`src/rtl/hmmfp_pkg.sv`:
```
// hmmfp_pkg: shared widths, opcodes and pipeline tag type for the HMM forward
// state predictor. No dependencies; imported by every rtl module.
`default_nettype none

package hmmfp_pkg;

  localparam int DEF_MAX_STATES  = 16;
  localparam int DEF_MAX_SYMBOLS = 64;

  localparam int OPC_W   = 2;
  localparam int ROW_W   = 4;
  localparam int COL_W   = 6;
  localparam int OBS_W   = 6;
  localparam int NS_W    = 5;
  localparam int PRED_W  = 4;
  localparam int PROB_W  = 17;
  localparam int ALPHA_W = 32;

  localparam logic [PROB_W-1:0] PROB_ONE     = 17'h10000;
  localparam logic [NS_W-1:0]   NS_RESET_VAL = 5'd16;

  typedef enum logic [OPC_W-1:0] {
    OP_LOAD_INIT  = 2'd0,
    OP_LOAD_TRANS = 2'd1,
    OP_LOAD_EMIS  = 2'd2,
    OP_OBSERVE    = 2'd3
  } opcode_t;

  // tag that travels with each multiply through the shared unit
  typedef struct packed {
    logic valid;
    logic is_raw;   // product is a finished raw alpha, not a partial sum term
    logic first_i;  // first term of a sum: restart the accumulator
  } mac_tag_t;

endpackage

`default_nettype wire

```
`src/rtl/hmmfp_mac.sv`:
```
// hmmfp_mac: the shared multiplier with registered product and the sum
// accumulator. Depends on hmmfp_pkg (mac_tag_t, PROB_W).
`default_nettype none

module hmmfp_mac
  import hmmfp_pkg::*;
#(
  parameter int SUM_W = 52,
  localparam int A_W    = SUM_W - (PROB_W - 1),
  localparam int PROD_W = A_W + PROB_W
) (
  input  wire logic              clk,
  input  wire logic              rst,
  input  wire mac_tag_t          tag_in,
  input  wire logic [A_W-1:0]    a,
  input  wire logic [PROB_W-1:0] b,
  output mac_tag_t               tag_out,
  output logic      [SUM_W-1:0]  prod,
  output logic      [SUM_W-1:0]  acc
);

  logic [PROD_W-1:0] full;

  assign full = PROD_W'(a) * PROD_W'(b);

  always_ff @(posedge clk) begin
    if (rst) begin
      tag_out <= '0;
    end else begin
      tag_out <= tag_in;
    end
    // every product in use is below 2**SUM_W
    prod <= full[SUM_W-1:0];
    if (tag_out.valid && !tag_out.is_raw) begin
      acc <= tag_out.first_i ? prod : acc + prod;
    end
  end

endmodule

`default_nettype wire

```
`config.mk`:
```
export PLATFORM = sky130hd
export DESIGN_NAME = hmmfp_mac
export DESIGN_NICKNAME = d
export VERILOG_FILES = /design/src/rtl/hmmfp_pkg.sv /design/src/rtl/hmmfp_mac.sv
export SDC_FILE = /design/constraint.sdc
export NUM_CORES = 2
export LEC_CHECK = 0
export ABC_AREA = 1
export BUFFER_PORTS_ARGS = -buffer_cell sky130_fd_sc_hd__buf_2
export CAP_MARGIN = 20
export CELL_PAD_IN_SITES_DETAIL_PLACEMENT = 0
export CELL_PAD_IN_SITES_GLOBAL_PLACEMENT = 1
export CORE_MARGIN = 3
export CORE_UTILIZATION = 34
export DETAILED_ROUTE_END_ITERATION = 16
export PLACE_DENSITY_LB_ADDON = 0.1
export SETUP_SLACK_MARGIN = 0.1
export SLEW_MARGIN = 20
export SYNTH_ARGS = -nofsm -noshare
export SYNTH_HDL_FRONTEND = slang
export SYNTH_SLANG_ARGS = --single-unit
export TNS_END_PERCENT = 50
```
`constraint.sdc`:
```
create_clock -name clk -period 6.3 [get_ports clk]
set_input_delay 1.26 -clock clk [delete_from_list [all_inputs] [get_ports clk]]
set_output_delay 1.26 -clock clk [all_outputs]
set_load 0.1 [all_outputs]
```
Word-level counts from Yosys, hierarchy flattened

Index checks and enable logic that the tools add are counted.

Logic and storage cells: 10
Output and inout port bits: 107
Bits in registers: 107

Reductions and logical operators: 2
$add $sub $neg: 1
Mux-type cells: 1
$mul: 1

Operators with widths:

| cell                                           | number |
|---|---|
| 52-bit adder                                   | 1 |
| 36-bit by 17-bit multiplier with 52-bit output | 1 |
| 52-bit 2-to-1 mux                              | 1 |
| 1-bit logical AND                              | 1 |
| 1-bit zero test                                | 1 |

Depth between registers and ports, before layout

Depth in word-level cells: 2
Gate-level depth with buffers: 29

Worst setup path before layout

No wires, ideal clock.

Kind: input port to flip-flop
From: in b[2]
To: reg prod[49]
Data arrival time: 6235 ps
Stages on the path: 24
Setup slack: -48 ps
Path through: clkbuf_1 > clkbuf_1 > nand2_1 > fa_1 > inv_1 > fa_1 > inv_1 > fa_1 > inv_1 > fa_1 > fa_1 > inv_1 > fa_1 > inv_1 > ha_1 > nand2_1 > nor2_1 > inv_1 > nor3_1 > inv_1 > nor2_1 > nand3_1 > nand4_1 > nand2_1

Longest elaborated chain between the ends: 1

RTL lines:

| what                                           | RTL line        | RTL |
|---|---|---|
| from (decl)                                    | hmmfp_mac.sv:16 | `input wire logic [PROB_W-1:0] b,` |
| 36-bit by 17-bit multiplier with 52-bit output | hmmfp_mac.sv:24 | `assign full = PROD_W'(a) * PROD_W'(b);` |
| net full[49]                                   | hmmfp_mac.sv:22 | `logic [PROD_W-1:0] full;` |
| to (signal assigned)                           | hmmfp_mac.sv:33 | `prod <= full[SUM_W-1:0];` |
| to (decl)                                      | hmmfp_mac.sv:18 | `output logic [SUM_W-1:0] prod,` |

The timed path passes the listed nets, and every way through them passes these cells.
A chain may end at the register's enable or synchronous reset.

Final worst setup path

From: in b[5]
To: reg prod[47]

The elaborated chain is that of the path after synthesis.

==> flow_summary.toml <==
[logic_synthesis]
synth_seq_cells = 107
synth_nets = 4728
synthMostInstantiatedCell = "nand2_1"
synth_enable_flop_cells = 52
synth_flop_cell = "dfxtp_1"
yosysUniqueCellTypes = 36
synth_area_leaders = "fa_1 (36%), nand2_1 (17%), inv_1 (15%), ha_1 (7.8%), edfxtp_1 (5.6%)"
synthesis.area_um2 = 28100
synthCells = 3987
syn_area_per_cell_um2 = 7.04
synth_top_area_cell = "fa_1"
yosysTopAreaCellShare_pct = 36.3
seq_area_frac_synth_pct = 9.49
yosys-top-cells-count = "nand2_1 (1295), inv_1 (1109), fa_1 (509)"
synthArstFlopShare_pct = 0
yosysWarningCount = 0

[place]
port_buffers = 164
hpwlAfterDp_um = 81800
place.gp.congestion = 0.853
placed_cell_area_um2 = 32300
placed_cells = 5374

[final_layout]
layout-drive-gt1-share_pct = 18.8
syn_to_final_growth_pct = 22.8
fin_cells = 5422
fill_cells = 8673
postLayoutCoreUtil_pct = 42.5
final_nets = 5097
design_area_um2 = 34500

[detailed_routing]
vias_per_cell = 4.55
antenna_left = 0
routed_wl_um = 97400
firstDrtPassIters = 5
drc_errors = 0
vias = 24700
drtIter0Drc = 1146
wl_per_cell_um = 18.0

[die]
initial_core_util_pct = 34.6
core_um2 = 81100
die_area_um2 = 86000
num_rows = 104
die_h_um = 293
die_w_um = 293
ios = 165

[sta]
layout_min_cycle_time_ns = 6.11
slew_headroom_pct = 43.2
rsz0062_at_grt = "yes"
finalSetupTns_ns = 0
max_freq_mhz = 164
setup_viol = 0
timing.final.crit_share_pct = 97.0
maxSlewViolCount = 0
tightest_slew_ns = 0.853
finalHoldViolCount = 0
clock_skew_ns = 0.0188

[cts]
clock_sinks = 107
insertion_delay_ns = 0.38
root_buffer = "clkbuf_16"
cts_max_path_buffers = 2
cts_inserted_buffers = 9
cts_tree = "yes"
path_clk_slew_ns = 0.08
cts_hold_buf = 0
htreeDepth = 3

[outcome]
status = "completed"

[critical_path]
crit_chain = "buf_8, buf_12, buf_8, nand2_1, inv_2, fa_1, inv_1, fa_1, inv_2, fa_2, fa_2, fa_1, inv_2, fa_1, inv_2, ha_4, a21oi_4, o21ai_4, a21oi_4, nor2_2, o21bai_1, nand3_1, nand2_1, nand2_1"
cpPeakStageDelay_ns = 0.58
end_kind = "register"
arrival_ns = 6.38
cp_max_fo = 7
path_class = "input pin to register"
cp-start-kind = "input pin"
critPathRequiredTime_ns = 6.57
slowest_stage = "fa_2"

[global_routing]
grt_max_degree = 67
antenna_found_initial = 3
grt_pass1_vias = 26300
track_usage_pct = 22.7
grt_overflow_total = 0
grt_pass1_wl_um = 151000

[worst_hold_path]
hold_path_class = "register to register"

[job]
maxCapViolations = 0
-- stage by stage --
step	setup slack (ns)	hold WS (ns)
3_5_place_dp	-0.900	0.568
4_1_cts	0.00675	0.579
2_1_floorplan	0.0884	1.01
3_3_place_gp	-0.886	0.566
6_report	0.187	0.581
5_1_grt	0.0306	0.605
-- cell type report --
| class | instances | area, um2 | share of cell area, % |
|---|---|---|---|
| Clock inverter | 7 | 75.1 | 0.218 |
| Clock buffer | 9 | 225 | 0.654 |
| Antenna cell | 1 | 2.50 | 0.00726 |
| Multi-Input combinational cell | 2617 | 22000 | 63.9 |
| Sequential cell | 107 | 2660 | 7.73 |
| Inverter | 1112 | 4170 | 12.1 |
| Tap cell | 1060 | 1330 | 3.85 |
| Timing Repair Buffer | 509 | 3960 | 11.5 |
-- routing by layer --
layer	vias to the layer above	GRT usage [%]	wire [um]
met5	-	0	21
met4	4	4.17	2040
met3	73	1.53	2530
met2	362	41.7	49700
met1	12100	29.7	43100
li1	12200	-	-
-- state kept, by name, indices dropped and copies added, names as in the netlist --
name and cells:
acc 52, prod 52, tag_out 3
-- placed cells by master (no fill, tap or decap), drive strengths merged --
master,n
a21boi,4
o21ai,61
ha,174
o211ai,4
nor3,22
o21a,7
nand3,124
o21bai,13
or2,12
edfxtp,52
nand4,26
a31oi,2
a21o,4
nor4,2
diode,1
nand2,1306
o311ai,1
nor2,177
clkinv,3
a21oi,113
fa,509
xnor2,20
buf,498
dfxtp,55
nand3b,3
xor2,32
clkbuf,20
bufinv,1
inv,1115
and2,1
-- path summary, 6_finish.rpt --
path                            startpoint       end  slack, ns  depth (start not counted)
worst max-delay path                  b[5]  prod[47]       0.19                         24
worst min-delay path               prod[0]    acc[0]       0.58                          2
worst max register to register     acc[40]   acc[41]       3.64                         10
worst min register to register     prod[0]    acc[0]       0.58                          2
-- worst max-delay path: cells and delay by family --
family                   cells  cell delay (ns)
AO/OA/AOI/OAI                4             0.74
adder cells (fa/ha/maj)      7             3.37
AND/OR/NAND/NOR              5             0.36
buffers and inverters        8             0.64
-- cells by family (layout without fill, tap and decap cells) --
| kind of cell | Yosys count | after routing | share of synthesized area, % |
|---|---|---|---|
| adders and majority gates | 683 | 683 | 44.1 |
| AOI/OAI and AO/OA | 209 | 209 | 4.05 |
| and+or+nand+nor | 1673 | 1673 | 23.8 |
| xor gates and xnor gates | 52 | 52 | 1.62 |
| other | 0 | 1 | 0 |
| DFF | 107 | 107 | 9.49 |
| buffers and inverters | 1263 | 1637 | 16.9 |
-- what timing repair did --
| action | 4_1_cts | 5_1_grt |
|---|---|---|
| hold endpoints to repair | 0 | 0 |
| setup buffers | 7 | 18 |
| pin swaps | 14 | 100 |
| endpoints found under the setup margin | 37 | 39 |
| gates cloned | 2 | 4 |
| gates resized for setup | 83 | 329 |
Power is not shown: default switching activity piles up to over one toggle a cycle in this logic, so the estimate is an artifact.
