`src/rtl/hmmfp_pkg.sv`:
```
// hmmfp_pkg: shared widths, opcodes and pipeline tag type for the HMM forward
// state predictor. No dependencies; imported by every rtl module.
`default_nettype none

package hmmfp_pkg;

  localparam int DEF_MAX_STATES  = 16;
  localparam int DEF_MAX_SYMBOLS = 64;

  localparam int OPC_W   = 2;
  localparam int ROW_W   = 4;
  localparam int COL_W   = 6;
  localparam int OBS_W   = 6;
  localparam int NS_W    = 5;
  localparam int PRED_W  = 4;
  localparam int PROB_W  = 17;
  localparam int ALPHA_W = 32;

  localparam logic [PROB_W-1:0] PROB_ONE     = 17'h10000;
  localparam logic [NS_W-1:0]   NS_RESET_VAL = 5'd16;

  typedef enum logic [OPC_W-1:0] {
    OP_LOAD_INIT  = 2'd0,
    OP_LOAD_TRANS = 2'd1,
    OP_LOAD_EMIS  = 2'd2,
    OP_OBSERVE    = 2'd3
  } opcode_t;

  // tag that travels with each multiply through the shared unit
  typedef struct packed {
    logic valid;
    logic is_raw;   // product is a finished raw alpha, not a partial sum term
    logic first_i;  // first term of a sum: restart the accumulator
  } mac_tag_t;

endpackage

`default_nettype wire

```
`src/rtl/hmmfp_norm.sv`:
```
// hmmfp_norm: iterative top-set-bit search over the largest raw value, one
// binary step per cycle, and the shifter that scales raw values to 32 bits.
// Depends on hmmfp_pkg (ALPHA_W).
`default_nettype none

module hmmfp_norm
  import hmmfp_pkg::*;
#(
  parameter int SUM_W = 52,
  localparam int BIT_W = $clog2(SUM_W),
  localparam int K_W   = (BIT_W > 1) ? $clog2(BIT_W) : 1
) (
  input  wire logic               clk,
  input  wire logic               rst,
  input  wire logic               start,
  input  wire logic [SUM_W-1:0]   m,
  input  wire logic [SUM_W-1:0]   raw_in,
  output logic                    busy,
  output logic      [ALPHA_W-1:0] alpha_out
);

  localparam logic [BIT_W-1:0] TOP_POS = BIT_W'(ALPHA_W - 1);

  logic [BIT_W-1:0] bitpos;
  logic [K_W-1:0]   k;
  logic [BIT_W:0]   trial;
  logic             shr;
  logic [BIT_W-1:0] amt;
  logic [SUM_W-1:0] shifted;

  assign trial = {1'b0, bitpos} + ((BIT_W + 1)'(1) << k);

  always_ff @(posedge clk) begin
    if (rst) begin
      busy <= 1'b0;
    end else if (start) begin
      busy   <= 1'b1;
      bitpos <= '0;
      k      <= K_W'(BIT_W - 1);
    end else if (busy) begin
      if ((m >> trial) != '0) bitpos <= trial[BIT_W-1:0];
      if (k == '0) begin
        busy <= 1'b0;
      end else begin
        k <= k - 1'b1;
      end
    end
  end

  always_comb begin
    shr       = bitpos > TOP_POS;
    amt       = shr ? (bitpos - TOP_POS) : (TOP_POS - bitpos);
    shifted   = shr ? (raw_in >> amt) : (raw_in << amt);
    alpha_out = shifted[ALPHA_W-1:0];
  end

endmodule

`default_nettype wire

```
`config.mk`:
```
export PLATFORM = sky130hd
export DESIGN_NAME = hmmfp_norm
export DESIGN_NICKNAME = d
export VERILOG_FILES = /design/src/rtl/hmmfp_pkg.sv /design/src/rtl/hmmfp_norm.sv
export SDC_FILE = /design/constraint.sdc
export NUM_CORES = 1
export LEC_CHECK = 0
export BUFFER_PORTS_ARGS = -buffer_cell sky130_fd_sc_hd__buf_4
export CAP_MARGIN = 5
export CORE_UTILIZATION = 60
export DETAILED_ROUTE_END_ITERATION = 10
export PLACE_DENSITY = 0.84
export SLEW_MARGIN = 20
export SYNTH_ARGS = -nofsm -noshare
export SYNTH_HDL_FRONTEND = slang
export SYNTH_SLANG_ARGS = --single-unit
```
`constraint.sdc`:
```
create_clock -name clk -period 4.2 [get_ports clk]
set_input_delay 0.42 -clock clk [delete_from_list [all_inputs] [get_ports clk]]
set_output_delay 0.42 -clock clk [all_outputs]
set_load 0.1 [all_outputs]
```
# Yosys cells after proc, flatten, opt, wreduce, memory -nomap -nowiden
# Cells that the tools add are included.
# word_totals
output_inout_bits	33
regBits	10
in_bits	107
# op_classes
n_mux	9
eq_ne	1
order_cmp	1
shifts	4
n_bitwise	1
n_reduce_logical	6
n_addsub	4
# ops
cell	n
$reduce_bool 52->1	1
$shl 52x6->32	1
$shr 52x6->32	1
$shr 52x7->52	1
$mux 32	1
$mux 6	3
$add 6x7->7	1
$shl 1x3->7 const A	1
$gt 6x5->1 const B	1
$mux 3	2
$reduce_and 3->1	2
$sub 5x6->6 const A	1
$sub 6x5->6 const B	1
$reduce_bool 2->1	2
$logic_not 3->1	1
$mux 1	3
$sub 3x1->3 const B	1
$ne 2x2->1 const B	1
$not 1->1	1

# Depth between registers and ports, before layout
# Gate-level depths: netlist of run 1.
# logic_depth
ltp_word	6
depth_mapped	17
ltp_nobuf	13

# Least setup slack after synthesis of run 1
# OpenSTA, ideal clock, no wires.
# synth_timing
kind	reg-to-output
startpoint	register bitpos[0]
endpoint	output alpha_out[22]
required_time_ns	3.780
path_buffers	2
stages_incl_launch_ff	10
t_arrival_ns	4.578
slack_ns	-0.798
cell_sequence	edfxtp_1 > ha_1 > nand2b_1 > xnor2_1 > buf_2 > buf_2 > a21oi_1 > mux2i_1 > nor2_1 > o32ai_1
# synth_between
elab_chain_len	4
# synth_rtl
item	line_no	source
start, declared	hmmfp_norm.sv:24	logic [BIT_W-1:0] bitpos;
start signal, assigned	hmmfp_norm.sv:41	if ((m >> trial) != '0) bitpos <= trial[BIT_W-1:0];
$sub 5x6->6, or another cell as far along	hmmfp_norm.sv:52	amt = shr ? (bitpos - TOP_POS) : (TOP_POS - bitpos);
$mux 6	hmmfp_norm.sv:52	
$shl 52x6->32 or $shr 52x6->32 (tied branches)	hmmfp_norm.sv:53	shifted = shr ? (raw_in >> amt) : (raw_in << amt);
$mux 32 (*)	hmmfp_norm.sv:53	
end, declared	hmmfp_norm.sv:19	output logic [ALPHA_W-1:0] alpha_out
# Every way passes the cells marked *; elsewhere a longest branch is shown, timed or not.

# Worst setup path after layout of run 1
# layout_timing
startpoint	register bitpos[0]
endpoint	output alpha_out[9]
# Same word-level chain as after synthesis.

==> summary.log, run 1 <==
[floorplan] Die H 120.8 µm
[worst_hold_path] Hold Path Cell Cnt 2
[power] switching power summed over all nets 1873 µW
[global_routing] vias in the first global route 8588
[sta] fraction of the cycle the final worst path needs 95.39%
[critical_path] library cell contributing the largest single delay on the critical path edfxtp_1
[route] DRC viols 1
[sta] count of final setup violators 0
[global_routing] initial antenna violation count 0
[synthesis] warning count from the yosys run 0
[flow_run] # Max-Cap Violations 0
[final_layout] multi-input combinational cell area 0.007745 mm²
[placement] placed inst area 0.009728 mm²
[critical_path] reg-to-reg startpoint k[1]
[synthesis] total standard cell area after synthesis 0.008467 mm²
[sta] final setup skew 0.003499 ns
[run_status] violations in the final reports DRC
[clocking] clock buffers created by TritonCTS 3
[clocking] Clk Tree Root Cell clkbuf_16
[sta] Max Transition Viols Final 0
[critical_path] endpoint of the worst register-to-register path bitpos[5]
[route] number of vias per cell after detailed routing 7.451
[global_routing] total routing usage reported by global routing 39.30%
[placement] Port Buf Inserts 139
[final_layout] Design Area, Final 0.009832 mm²
[critical_path] Arrival @ worst endpoint 3.59 ns
[route] average wire per standard cell 22.51 µm
[clocking] number of sinks handled by clock tree synthesis 10
[synthesis] flops & latches, synth 10
[sta] relative max-transition margin 43.38%
[route] DRT Wirelength 29190 µm
[final_layout] most frequent standard cell in the layout excluding fill and tap cells buf_4
[critical_path] internal reg-to-reg setup slack 0.20 ns
[final_layout] fin nets 1236
[critical_path] biggest fanout along the worst timing path 32
[route] number of DRC violations after detailed-routing iteration 0 1222
[placement] post-detail-place hpwl 22150 µm
[final_layout] commonest cells after routing, fill and taps aside buf_4, nor2_1, mux2i_1, mux4_2
[sta] TNS Setup 0 ns
[clocking] cts-stage hold buffer count 0
[worst_hold_path] start point of the worst min-delay path rst
[critical_path] Critical Setup Path Class flop to output port
[global_routing] pin count of the biggest net entering global routing 95
[synthesis] average instance area after synthesis 8.133 µm²
[placement] global placer's final weighted congestion 0.9904
[final_layout] register cell area after layout 290.3 µm²
[synthesis] register area share after synthesis 3.428%
[floorplan] Placeable Area 0.01383 mm²
[power] share of total power in the clock network 5.6%
[power] power density relative to cell area 312.2 mW/mm²
[critical_path] largest delay contributor family on the critical path multiplexers
[power] net switching fraction of the power 61.00%
[floorplan] row cnt 43
[power] share of total power in combinational logic 90.2%
[sta] slack of the critical path 0.1936 ns
[placement] pre-CTS worst setup slack 0.1755 ns
[critical_path] biggest cell delay along the critical path 0.52 ns
[final_layout] final cell utilization of the core 71.11%
[power] leakage 0.003836 µW
[critical_path] ordered list of cells on the worst path ha_1 -> mux2i_4 -> buf_4 -> mux4_2 -> mux2i_1 -> nor2_1 -> nor3_1 -> nor3_1 -> a221o_1 -> buf_4
[final_layout] layout cells sized above 1 31.07%
[global_routing] aggregate global routing overflow 0
[global_routing] wire length of the first global-routing pass 46000 µm
[final_layout] diode insertion count for antenna repair 0
[sta] setup repair after global routing missed its margin false
[synthesis] number of enable flip-flop cells after synthesis 9
[final_layout] P&R area growth vs syn 16.12%
[critical_path] startpoint types flop
[clocking] number of levels in the clock H-tree 1
[critical_path] CP Buf/Inv Count 2
[route] via count of the routed design 9664
[power] power consumption 3070 µW
[sta] shortest clock period the worst path allows after layout 4.006 ns
[floorplan] Ports 140
[critical_path] Worst setup EP type output port
[power] part of the total power dissipated in sequential elements 4.2%
[power] total internal power 1197 µW
[synthesis] Post-synth top flop edfxtp_1
[sta] worst-margin pin slew 0.8492 ns
[floorplan] area of the die 0.01459 mm²
[clocking] TritonCTS clock tree done
[final_layout] fill cell instance count of the final layout 1070
[route] antenna-violating nets left 0
[synthesis] cells after synthesis 1041
[route] detailed-routing iteration count for the pre-antenna-repair pass 11
[critical_path] data required time of the worst path 3.78 ns
[clocking] clock latency reported for the late side of the worst-skew pair 0.24 ns
[synthesis] Net Count, Synth 1159
[synthesis] post-synthesis cell type count 87
[sta] fmax 249.6 MHz
[worst_hold_path] class of the tightest hold or removal check input pin to flop
[clocking] CTS max path bufs 2
[worst_hold_path] hold-critical path endpoint busy
[critical_path] number of cell instances on the worst register-to-register path 13
[run_status] status finished with violations
[sta] number of endpoints with negative hold slack in the final report 0
[synthesis] async set-reset flop share out of synthesis 0%
[power] Max rail drop VDD 172.9 µV
[floorplan] die extent in x 120.8 µm
[floorplan] initial core utilization 61.23%
[clocking] Clock transition at path regs 0.04 ns
[how the worst max path moves through the flow]
stage / from / endpoint / cells after the start
3_3_place_gp: k[0] / bitpos[4] / 12
3_5_place_dp: k[0] / bitpos[0] / 12
2_1_floorplan: bitpos[0] / alpha_out[0] / 9
5_1_grt: k[1] / bitpos[5] / 14
6_report: bitpos[0] / alpha_out[9] / 10
4_1_cts: k[0] / bitpos[5] / 12
[power by group through the flow]
stage | clock network [µW] | registers, µW | logic [µW]
global route | 178 | 131 | 2900
detailed placement | 0 | 131 | 2690
CTS | 172 | 129 | 2700
finish | 171 | 130 | 2770
floorplan | 0 | 130 | 2030
global placement | 0 | 130 | 2660
[synthesized netlist by cell type (10+ instances only)]
cell	n	area, µm²
o221ai_1	16	140.1
and2_1	10	62.56
or2_2	11	68.82
nor2_1	157	589.3
mux2_2	16	180.2
nand2_1	52	195.2
or3_1	24	150.1
nand2b_1	13	81.33
ha_1	11	137.6
clkbuf_1	43	161.4
nand3_1	15	75.07
buf_2	42	210.2
a22oi_1	12	90.09
a32oi_1	11	96.34
nor4_1	10	62.56
o211ai_1	14	105.1
nor3_1	43	215.2
mux2i_1	131	1311
o22ai_1	12	75.07
o21ai_0	55	275.3
a21oi_1	53	265.3
buf_6	13	146.4
o31ai_1	13	97.59
mux4_2	88	1982
o32ai_1	10	87.58
[cells by family (layout without fill, tap and decap cells)]
kind of cell | Yosys count | in the layout | synth area share [%]
multiplexers | 238 | 238 | 41.47
adder cells (fa/ha/maj) | 11 | 11 | 1.626
buffers and inverters | 118 | 194 | 7.403
XOR/XNOR | 15 | 15 | 1.640
AO/OA/AOI/OAI | 264 | 264 | 21.90
flip-flops | 10 | 10 | 3.428
AND/OR/NAND/NOR | 385 | 385 | 22.54
[sequential cells by signal, summed over array words and instances (netlist names)]
| signal | flops |
|---|---|
| bitpos | 6 |
| k | 3 |
| busy | 1 |
[through the flow]
step           hold slack [ns]  cells
2_1_floorplan           0.4924   1041
3_3_place_gp            0.5260   1293
3_5_place_dp            0.5671   1293
4_1_cts                 0.3525   1297
5_1_grt                 0.3665   1297
6_report                0.3534   1297
[routing by layer]
layer  track usage [%]  vias to the layer above  wire (µm)
met2             61.35                      767      13140
met3             5.755                      117       3337
met5                 0                        -          0
met4             15.82                        0       1446
li1                  -                     4273          -
met1             54.52                     4507      11270
[worst register-to-register path, cell delays in order, from the launching register on]
cell and delay, ns:
edfxtp_1 0.41, inv_1 0.13, ha_1 0.20, nor2b_1 0.19, ha_2 0.34, inv_1 0.20, buf_4 0.23, mux4_2 0.54
and4_1 0.22, nor4_1 0.33, and4bb_1 0.24, nor2_1 0.11, o21ai_1 0.09, a41oi_2 0.43
[what timing repair did]
action,4_1_cts,5_1_grt
setup endpoints to repair,0,10
gates resized for setup,0,5
setup buffers,0,0
[area by class of cell]
cell class,instances,area share (%)
clock buffer,4,0.8017
inverter,9,0.3436
multi-input combinational,913,78.77
sequential,10,2.952
tap,180,2.291
timing repair buffer,181,14.84
Power figures use the tool's default switching activity.
==> run 2, diff against run 1 <==
==> constraint.sdc (replaced) <==
create_clock -name clk -period 4.2 [get_ports clk]
set_input_delay 0.42 -clock clk [delete_from_list [all_inputs] [get_ports clk]]
set_output_delay 0.42 -clock clk [all_outputs]
set_load 0.005 [all_outputs]
==> summary.log, run 2 (synthesized netlist as in run 1, its figures left out) <==
[run_status] status finished with violations
[run_status] violations in the final reports DRC
[route] DRT Wirelength 28480 µm
[global_routing] pin count of the biggest net entering global routing 84
[final_layout] fin nets 1230
[critical_path] endpoint of the worst register-to-register path bitpos[5]
[clocking] number of levels in the clock H-tree 1
[global_routing] vias in the first global route 8364
[floorplan] Ports 140
[clocking] Clk Tree Root Cell clkbuf_16
[sta] TNS Setup 0 ns
[route] via count of the routed design 9575
[final_layout] diode insertion count for antenna repair 0
[worst_hold_path] class of the tightest hold or removal check input pin to flop
[final_layout] P&R area growth vs syn 14.42%
[worst_hold_path] start point of the worst min-delay path rst
[power] power density relative to cell area 246.6 mW/mm²
[critical_path] Arrival @ worst endpoint 3.83 ns
[global_routing] aggregate global routing overflow 0
[sta] shortest clock period the worst path allows after layout 3.904 ns
[route] DRC viols 1
[global_routing] wire length of the first global-routing pass 44660 µm
[placement] placed inst area 0.009597 mm²
[floorplan] Die H 120.8 µm
[sta] setup repair after global routing missed its margin false
[sta] relative max-transition margin 35.23%
[final_layout] most frequent standard cell in the layout excluding fill and tap cells buf_4
[sta] final setup skew 0.001541 ns
[power] share of total power in combinational logic 87.4%
[route] detailed-routing iteration count for the pre-antenna-repair pass 8
[power] total internal power 1160 µW
[final_layout] biggest regs bitpos: 6 flops, k: 3 flops, busy: 1 flops
[route] number of vias per cell after detailed routing 7.417
[final_layout] commonest cells after routing, fill and taps aside buf_4, nor2_1, mux2i_1, mux4_2, o21ai_0
[route] average wire per standard cell 22.06 µm
[worst_hold_path] Hold Path Cell Cnt 2
[floorplan] area of the die 0.01459 mm²
[clocking] clock buffers created by TritonCTS 3
[sta] fmax 256.2 MHz
[critical_path] startpoint types flop
[critical_path] biggest fanout along the worst timing path 11
[final_layout] flip-flop count of the largest register after layout 6
[flow_run] # Max-Cap Violations 0
[power] net switching fraction of the power 51.46%
[clocking] TritonCTS clock tree done
[final_layout] register ranked first by flip-flop count bitpos
[sta] Max Transition Viols Final 0
[power] Max rail drop VDD 129.1 µV
[critical_path] reg-to-reg startpoint k[1]
[placement] Port Buf Inserts 139
[global_routing] initial antenna violation count 0
[placement] global placer's final weighted congestion 1.023
[critical_path] Worst setup EP type flop
[floorplan] Placeable Area 0.01383 mm²
[floorplan] initial core utilization 61.23%
[final_layout] Design Area, Final 0.009688 mm²
[sta] worst-margin pin slew 0.9696 ns
[power] part of the total power dissipated in sequential elements 5.5%
[floorplan] die extent in x 120.8 µm
[clocking] CTS max path bufs 2
[sta] fraction of the cycle the final worst path needs 92.95%
[critical_path] number of cell instances on the worst register-to-register path 14
[final_layout] post-route insts no fill 1291
[route] number of DRC violations after detailed-routing iteration 0 1513
[sta] number of endpoints with negative hold slack in the final report 0
[power] leakage 0.003772 µW
[route] antenna-violating nets left 0
[power] share of total power in the clock network 7.1%
[floorplan] row cnt 43
[clocking] clock latency reported for the late side of the worst-skew pair 0.24 ns
[worst_hold_path] hold-critical path endpoint busy
[placement] post-detail-place hpwl 21370 µm
[final_layout] layout cells sized above 1 29.07%
[critical_path] data required time of the worst path 4.12 ns
[sta] count of final setup violators 0
[placement] cell total after placement 1287
[clocking] Clock transition at path regs 0.04 ns
[critical_path] Critical Setup Path Class flop to flop
[critical_path] internal reg-to-reg setup slack 0.30 ns
[clocking] number of sinks handled by clock tree synthesis 10
[global_routing] total routing usage reported by global routing 38.13%
[power] switching power summed over all nets 1229 µW
==> run 2: cell count changes in the layout (fill, tap and decap cells not counted), moves of 5 or more <==
cell,before,now
buf_4,173,166
o31ai_2,6,1
o31ai_1,8,13
o32ai_1,4,10
o32ai_2,7,1
==> run 2: worst max-delay path by stage <==
stage          start        end  slack [ns]  depth (start not counted)
2_1_floorplan   k[0]  bitpos[0]        0.73                         13
3_3_place_gp    k[1]  bitpos[2]        0.41                         14
3_5_place_dp    k[1]  bitpos[5]        0.31                         12
4_1_cts         k[1]  bitpos[5]        0.28                         13
5_1_grt         k[1]  bitpos[5]        0.02                         14
6_report        k[1]  bitpos[5]        0.30                         14
==> run 2: routing by layer <==
| metal | vias to the layer above | global-route usage (%) | wire length (µm) |
|---|---|---|---|
| li1 | 4257 | - | - |
| met1 | 4473 | 55.12 | 11270 |
| met2 | 765 | 59.23 | 12760 |
| met3 | 80 | 5.519 | 3601 |
| met4 | 0 | 10.26 | 847 |
| met5 | - | 0 | 0 |
==> run 2: what timing repair did <==
action | in CTS | in global routing
buffers inserted | 0 | 0
gates resized for setup | 0 | 3
setup endpoints to repair | 0 | 6
hold buffers | 0 | 0
==> run 2: final cells by class <==
cell class | instances | area, µm²
multi-input cells | 913 | 7634
clock buffers | 3 | 75.07
clock inverters | 1 | 3.754
flip-flops and latches | 10 | 290.3
repair buffers | 175 | 1426
inverters | 9 | 33.78
fillers | 1095 | 4139
well taps | 180 | 225.2
==> run 2: critical path, stage by stage, from the launching register on <==
cell      delay (ns)
edfxtp_1        0.41
inv_1           0.13
ha_1            0.16
nor2b_1         0.15
ha_2            0.35
and4b_1         0.25
nor3_1          0.37
nor2_1          0.14
buf_4           0.21
or4_1           0.53
nand4_1         0.10
nand3_1         0.11
o31ai_2         0.23
o311a_1         0.21
a41oi_2         0.24
==> run 2: stage by stage <==
stage / util [%] / setup WS (ns) / hold slack [ns] / total power (µW)
after floorplan: - / 0.7323 / 0.4924 / 1510
after global routing: 70.07 / 0.02434 / 0.3634 / 2525
after CTS: 69.98 / 0.2785 / 0.3554 / 2323
after detailed placement: 69.41 / 0.3052 / 0.5384 / 2145
after global placement: 69.41 / 0.4071 / 0.5351 / 2121
final: 70.07 / 0.2961 / 0.3546 / 2389
==> run 2: power groups by stage <==
stage	logic (µW)	clock network, µW	registers, µW
final	2090	170	131
after global routing	2220	174	132
after global placement	1990	0	132
after detailed placement	2010	0	132
after floorplan	1390	0	125
after CTS	2020	170	131
==> run 3, diff against run 2 <==
Settings changed: PLACE_DENSITY 0.84 to 0.87.
==> summary.log, run 3 (synthesized netlist as in run 1, its figures left out) <==
[run_status] status finished with violations
[run_status] violations in the final reports DRC
[final_layout] post-route insts no fill 1294
[final_layout] biggest regs bitpos: 6 flops, k: 3 flops, busy: 1 flops
[critical_path] number of cell instances on the worst register-to-register path 12
[final_layout] layout cells sized above 1 29.35%
[final_layout] final cell utilization of the core 70.17%
[route] antenna-violating nets left 0
[clocking] Clock transition at path regs 0.04 ns
[critical_path] internal reg-to-reg setup slack 0.16 ns
[critical_path] startpoint types flop
[sta] fraction of the cycle the final worst path needs 96.10%
[sta] number of endpoints with negative hold slack in the final report 0
[critical_path] biggest cell delay along the critical path 0.71 ns
[global_routing] total routing usage reported by global routing 39.00%
[route] number of vias per cell after detailed routing 7.500
[clocking] cts-stage hold buffer count 0
[critical_path] ordered list of cells on the worst path ha_1 -> nor2b_1 -> ha_2 -> clkinvlp_4 -> buf_4 -> o41ai_1 -> nor2_1 -> a32oi_1 -> a221oi_1 -> o211ai_1 -> nand3_1 -> a41oi_2
[critical_path] critical path launch point k[0]
[final_layout] register cell area after layout 290.3 µm²
[placement] Port Buf Inserts 139
[floorplan] row cnt 43
[global_routing] vias in the first global route 8452
[clocking] number of sinks handled by clock tree synthesis 10
[sta] relative max-transition margin 36.49%
[critical_path] count of cell instances traversed by the critical path 12
[global_routing] aggregate global routing overflow 0
[route] DRC viols 1
[route] number of DRC violations after detailed-routing iteration 0 1451
[global_routing] pin count of the biggest net entering global routing 88
[final_layout] register ranked first by flip-flop count bitpos
[placement] global placer's final weighted congestion 1.017
[final_layout] flip-flop count of the largest register after layout 6
[final_layout] commonest cells after routing, fill and taps aside buf_4, nor2_1, mux2i_1, mux4_2, o21ai_0
[sta] final setup skew 0.0003579 ns
[final_layout] P&R area growth vs syn 14.60%
[placement] pre-CTS worst setup slack 0.1283 ns
[global_routing] wire length of the first global-routing pass 45680 µm
[critical_path] reg-to-reg startpoint k[0]
[global_routing] initial antenna violation count 0
[power] leakage 0.003780 µW
[sta] TNS Setup 0 ns
[floorplan] Ports 140
[floorplan] Die H 120.8 µm
[placement] cell total after placement 1290
[power] Max rail drop VDD 132.6 µV
[critical_path] largest delay contributor family on the critical path compound AO/OA/AOI/OAI gates
[power] power density relative to cell area 248.0 mW/mm²
[sta] final-layout worst hold slack 0.3526 ns
[final_layout] most frequent standard cell in the layout excluding fill and tap cells buf_4
[sta] slack of the critical path 0.1639 ns
[floorplan] die extent in x 120.8 µm
[route] average wire per standard cell 22.49 µm
[critical_path] Critical Setup Path Class flop to flop
[clocking] Clk Tree Root Cell clkbuf_16
[route] detailed-routing iteration count for the pre-antenna-repair pass 9
[route] DRT Wirelength 29100 µm
[route] via count of the routed design 9705
[sta] setup repair after global routing missed its margin false
[clocking] Post-CTS Setup Inserts 0
[critical_path] Critical path destination bitpos[0]
[clocking] cts repair resizes 0
[sta] count of final setup violators 0
[clocking] TritonCTS clock tree done
[critical_path] endpoint of the worst register-to-register path bitpos[0]
[final_layout] multi-input combinational cell area 0.007635 mm²
[floorplan] Placeable Area 0.01383 mm²
[final_layout] diode insertion count for antenna repair 0
[flow_run] # Max-Cap Violations 0
[clocking] number of levels in the clock H-tree 1
[sta] Max Transition Viols Final 0
[sta] shortest clock period the worst path allows after layout 4.036 ns
[final_layout] fin nets 1233
[clocking] CTS max path bufs 2
[critical_path] Worst setup EP type flop
[sta] fmax 247.8 MHz
[critical_path] data required time of the worst path 4.09 ns
[final_layout] fill cell instance count of the final layout 1127
[critical_path] biggest fanout along the worst timing path 20
[floorplan] initial core utilization 61.23%
[clocking] clock buffers created by TritonCTS 3
[floorplan] area of the die 0.01459 mm²
[clocking] clock latency reported for the late side of the worst-skew pair 0.24 ns
[placement] post-detail-place hpwl 21520 µm
[sta] worst-margin pin slew 0.9507 ns
[critical_path] library cell contributing the largest single delay on the critical path o41ai_1
[worst_hold_path] class of the tightest hold or removal check input pin to flop
[critical_path] CP Buf/Inv Count 2
[critical_path] Arrival @ worst endpoint 3.93 ns
run 3: layer usage:
metal	global-route usage, %	part of all wire, %
met1	57.20	39
met3	6.085	13
met5	0	0
met4	9.954	2.8
met2	59.48	45
run 3: worst min path at each step:
stage | depth (start not counted) | end | start
final | 2 | busy | rst
after global routing | 2 | busy | rst
after CTS | 2 | busy | rst
after detailed placement | 2 | busy | busy
after global placement | 2 | busy | busy
after floorplan | 1 | busy | rst
run 3: power breakdown:
part | switching (µW) | leakage (µW) | internal (µW) | total, µW
combinational | 1190 | 0.00365 | 921 | 2110
clock | 46.4 | 0.0000385 | 125 | 171
sequential | 8.80 | 0.0000944 | 119 | 127
total | 1240 | 0.00378 | 1160 | 2410
run 3: area by class of cell:
type                       count  share of cell area, %
timing repair buffer         178                  14.80
multi-input combinational    913                  78.68
sequential                    10                  2.992
clock buffer                   3                 0.7737
clock inverter                 1                0.03868
tap                          180                  2.321
inverter                       9                 0.3868
run 3: stage by stage:
step | total power, µW | area, µm²
3_5_place_dp | 2157 | 9607
4_1_cts | 2335 | 9686
5_1_grt | 2540 | 9703
2_1_floorplan | 1510 | 8467
6_report | 2406 | 9703
3_3_place_gp | 2130 | 9607
